**config.mk**
```make
export PLATFORM = sky130hd
export DESIGN_NAME = tpt_fifo
export DESIGN_NICKNAME = d
export VERILOG_FILES = /design/src/hdl/tpt_pkg.sv /design/src/hdl/tpt_fifo.sv
export SDC_FILE = /design/constraint.sdc
export NUM_CORES = 1
export LEC_CHECK = 0
export BUFFER_PORTS_ARGS = -buffer_cell sky130_fd_sc_hd__buf_4
export CORE_MARGIN = 2
export CORE_UTILIZATION = 25
export CTS_CLUSTER_DIAMETER = 30
export DETAILED_ROUTE_END_ITERATION = 10
export HOLD_SLACK_MARGIN = 0.03
export SLEW_MARGIN = 25
export SYNTH_ARGS = -nofsm -noshare
export SYNTH_HDL_FRONTEND = slang
export SYNTH_SLANG_ARGS = --single-unit
```
**constraint.sdc**
```tcl
create_clock -name clk -period 4.99 [get_ports clk]
set_clock_uncertainty 0.05 [all_clocks]
set_input_delay 0.7485 -clock clk [delete_from_list [all_inputs] [get_ports clk]]
set_output_delay 0.7485 -clock clk [all_outputs]
set_load 0.02 [all_outputs]
```
**src/hdl/tpt_pkg.sv**
```systemverilog
// shared types and constants for the two-level page table engine
`default_nettype none

package tpt_pkg;

  // default sizing
  localparam int DIR_ENTRIES_DEF   = 1024;
  localparam int TABLE_ENTRIES_DEF = 1024;
  localparam int TABLE_POOL_DEF    = 4;
  localparam int QUEUE_DEPTH_DEF   = 2;

  // virtual address layout
  localparam int SLOT_LSB   = 22;
  localparam int PAGE_BITS  = 12;
  localparam int INDEX_W    = 10;
  localparam int FRAME_W    = 20;
  localparam int SLOT_CMP_W = INDEX_W + 1;

  // entry flag bits
  localparam logic [PAGE_BITS-1:0] ENTRY_PRESENT  = 12'h001;
  localparam logic [PAGE_BITS-1:0] ENTRY_IDENTITY = 12'h003;

  // command codes
  typedef enum logic [1:0] {
    CMD_MAP   = 2'd0,
    CMD_UNMAP = 2'd1,
    CMD_XLATE = 2'd2,
    CMD_NOP   = 2'd3
  } cmd_t;

  // status codes
  typedef enum logic [1:0] {
    STAT_DONE       = 2'd0,
    STAT_NOT_MAPPED = 2'd1,
    STAT_NO_TABLE   = 2'd2,
    STAT_SPARE      = 2'd3
  } status_t;

  // back end sequencer states
  typedef enum logic [2:0] {
    ST_INIT,
    ST_IDLE,
    ST_DIR,
    ST_CLEAR,
    ST_FILL,
    ST_READ
  } state_t;

  // classified request between front and back
  typedef struct packed {
    cmd_t                 cmd;
    logic [INDEX_W-1:0]   slot;
    logic [INDEX_W-1:0]   idx;
    logic [PAGE_BITS-1:0] offset;
    logic [FRAME_W-1:0]   frame;
    logic [PAGE_BITS-1:0] flags;
    logic                 slot_oob;
    logic                 idx_oob;
  } item_t;

  // one result
  typedef struct packed {
    logic [31:0] phys;
    status_t     status;
  } result_t;

endpackage

`default_nettype wire

```
**src/hdl/tpt_fifo.sv**
```systemverilog
// small register queue used between front, back and result port
`default_nettype none

module tpt_fifo #(
  parameter int WIDTH = $bits(tpt_pkg::item_t),
  parameter int DEPTH = tpt_pkg::QUEUE_DEPTH_DEF
) (
  input  wire logic             clk,
  input  wire logic             rst,
  input  wire logic             wr_en,
  input  wire logic [WIDTH-1:0] wr_data,
  output logic                  full,
  input  wire logic             rd_en,
  output logic      [WIDTH-1:0] rd_data,
  output logic                  empty
);

  localparam int AW   = (DEPTH > 1) ? $clog2(DEPTH) : 1;
  localparam int CNTW = $clog2(DEPTH + 1);
  localparam logic [AW-1:0]   LAST_PTR = AW'(DEPTH - 1);
  localparam logic [CNTW-1:0] FULL_CNT = CNTW'(DEPTH);

  logic [WIDTH-1:0] slots [DEPTH];
  logic [AW-1:0]    wr_ptr;
  logic [AW-1:0]    rd_ptr;
  logic [CNTW-1:0]  count;
  logic             wr_ok;
  logic             rd_ok;

  assign full    = (count == FULL_CNT);
  assign empty   = (count == '0);
  assign wr_ok   = wr_en && !full;
  assign rd_ok   = rd_en && !empty;
  assign rd_data = slots[rd_ptr];

  // storage
  always_ff @(posedge clk) begin
    if (wr_ok) begin
      slots[wr_ptr] <= wr_data;
    end
  end

  // pointers and fill level
  always_ff @(posedge clk) begin
    if (rst) begin
      wr_ptr <= '0;
      rd_ptr <= '0;
      count  <= '0;
    end else begin
      if (wr_ok) begin
        wr_ptr <= (wr_ptr == LAST_PTR) ? '0 : wr_ptr + 1'b1;
      end
      if (rd_ok) begin
        rd_ptr <= (rd_ptr == LAST_PTR) ? '0 : rd_ptr + 1'b1;
      end
      if (wr_ok && !rd_ok) begin
        count <= count + 1'b1;
      end else if (rd_ok && !wr_ok) begin
        count <= count - 1'b1;
      end
    end
  end

endmodule

`default_nettype wire

```
==> results by group <==
Status
  – Status: finished clean

Power and ir drop
  – Clock network fraction of design power: 32.4%
  – Max VDD drop: 0.331 mV
  – Cell leakage power: 2.66 nW
  – P_int: 0.00279 W
  – Sequential Power Share: 40.4%
  – P per Cell Area: 544 nW/um2
  – Combinational fraction of design power: 27.2%
  – Sw Pwr: 0.00111 W
  – Net switching fraction of the power: 28.4%

Layout
  – Reg area: 4190 um2
  – Fin area: 7170 um2
  – Area of the multi-input gates: 953 um2
  – Fillers: 1947
  – Area grow syn2layout: 37.9%
  – Antenna diode count: 0
  – Final Net Count: 464
  – Share of cells above drive strength 1: 60.6%
  – Final Util: 35.3%

Die
  – Die area: 22000 um2
  – Std-Cell Rows: 52
  – Num ports: 142
  – Die height: 148 um
  – Initial core utilization: 25.6%
  – Die width: 148 um
  – Area of the core: 20300 um2

CTS
  – TritonCTS Buffers: 17
  – Clk buf depth: 2
  – Post-CTS Setup Bufs: 0
  – Clock-pin slew on the worst setup and hold paths: 0.06 ns
  – Clk Latency, worst-skew pair: 0.40 ns
  – Clk sink count: 141
  – Root Driver: clkbuf_16
  – Post_cts resized: 0
  – CTS tree: done
  – Cts hold-fix bufs: 0
  – CTS H-tree lvls: 4

STA
  – Max Fclk: 361 MHz
  – Worst slew margin: 36.0%
  – Fin crit share: 55.5%
  – Setup TNS: 0 ns
  – Final Setup Violations: 0
  – Least-Margin Pin Slew: 0.960 ns
  – Final min period: 2.77 ns
  – Slew Limit Fails: 0
  – RSZ-0062 raised after global routing: no
  – Final Hold Fails: 0

GRT
  – Largest net degree at the start of global routing: 69
  – Total GRT Usage: 8.92%
  – First-pass GRT wire length: 14600 um
  – Antenna violations before repair: 0
  – Congestion Overflow GR: 0
  – Vias in the first global route: 2793

Synthesis
  – Seq cells post-synth: 141
  – Synth Cell Area: 5200 um2
  – Syn. warnings: 0
  – Syn Inst Count: 237
  – Distinct cells, synth: 15
  – Synth Area per Inst: 21.9 um2
  – Seq/Total Area, Yosys: 80.4%
  – Syn nets: 310

Hold path
  – Worst Hold Class: flop to flop

Critical path
  – Crit path max fanout: 37
  – Crit. End Element: output port
  – Startpoint Class: flop
  – Worst Path Required: 4.19 ns
  – WP data arrival: 1.97 ns
  – Critical path class: flop to output port

Detailed routing
  – DR DRC count: 0
  – Avg WL per Cell: 14.7 um
  – Met2 Wirelength: 4940 um
  – Via-to-Cell Ratio: 3.92
  – Top routing layer used: met4
  – Routed wire length: 9880 um
  – Via count: 2641
  – Initial DRC Count: 91
  – Met3 routed WL: 605 um
  – First-pass iteration count of the detailed router: 4
  – Met1 wire length: 4210 um
  – Post-DRT Antenna Nets: 0

Placement
  – Placed cell area: 6550 um2
  – Number of port buffers: 141
  – Hpwl dp: 6360 um
  – RePlAce Congestion: 0.699

Job
  – # Max-Cap Violations: 0
## sequential cells by signal, summed over array words and instances, names as in the netlist, named ones only
name / cells
wr_ptr: 1
rd_ptr: 1
slots: 136
count: 2
## worst paths after layout
check | startpoint | endpoint | slack, ns | depth (start not counted)
worst max-delay path | flop | rd_data[47] | 2.22 | 3
worst min-delay path | wr_ptr | wr_ptr | 0.44 | 2
worst max register to register | count[0] | slots[0][23] | 2.69 | 4
worst min register to register | wr_ptr | wr_ptr | 0.44 | 2
## logic make-up (layout without fill, tap and decap cells)
group           after synthesis  after routing  share of synthesized area (%)
mux                          68             68                           16.2
buf+inv                      10            177                           1.27
xor+xnor                      3              3                          0.505
simple gates                  9              9                          0.890
flops                       141            141                           80.4
fa+ha+maj                     1              1                          0.241
compound gates                5              5                          0.481
## cell type report
cell class	count	share of cell area (%)
multi-input combinational	86	13.3
tap	270	4.71
sequential	141	58.4
inverter	2	0.122
clock inverter	14	2.36
timing repair buffer	143	15.1
clock buffer	18	5.98
## stage by stage
stage                     power, W  cells  setup slack (ns)  hold slack (ns)
after CTS                  0.00396    673              2.04            0.440
final                      0.00390    674              2.22            0.438
after floorplan            0.00226    237              1.97            0.402
after global placement     0.00266    641              2.27            0.430
after detailed placement   0.00268    641              2.23            0.431
after global routing       0.00407    674              2.09            0.449
## layer usage
layer  vias up  GRT usage, %
li1       1240             -
met1      1301          10.3
met2        90          15.0
met3        10          3.28
met4         0          3.57
met5         -             0
## critical path, stage by stage, from the launching register on
cell and delay [ns]:
dfxtp_4 0.69, buf_12 0.29, mux2_2 0.38, buf_4 0.16
## placed cells by master, fill, tap and decap left out, drive strengths merged, types with 3 or more instances in the layout
| cell | n |
|---|---|
| mux2 | 68 |
| dfxtp | 5 |
| clkbuf | 18 |
| clkinvlp | 4 |
| nor2 | 5 |
| edfxtp | 136 |
| bufinv | 3 |
| xor2 | 3 |
| o21ai | 3 |
| buf | 143 |
| clkinv | 6 |
| inv | 3 |
## power groups by stage
stage	clock, W	sequential, W	combinational, W
5_1_grt	0.00135	0.00160	0.00112
3_3_place_gp	0	0.00164	0.00102
3_5_place_dp	0	0.00165	0.00103
4_1_cts	0.00131	0.00163	0.00103
6_report	0.00126	0.00158	0.00106
2_1_floorplan	0	0.00155	0.000708
## synth_stat cells (all sizes together)
cell	n	share of area, %
buf	8	1.1
a21oi	2	0.19
inv	2	0.14
or3	2	0.24
mux2	68	16
o21ai	3	0.29
dfxtp	5	1.9
and2	1	0.12
edfxtp	136	79
xor2	3	0.51
ha	1	0.24
nor2	5	0.36
nor2b	1	0.17
Note: power is estimated with default switching activity, not from simulation.
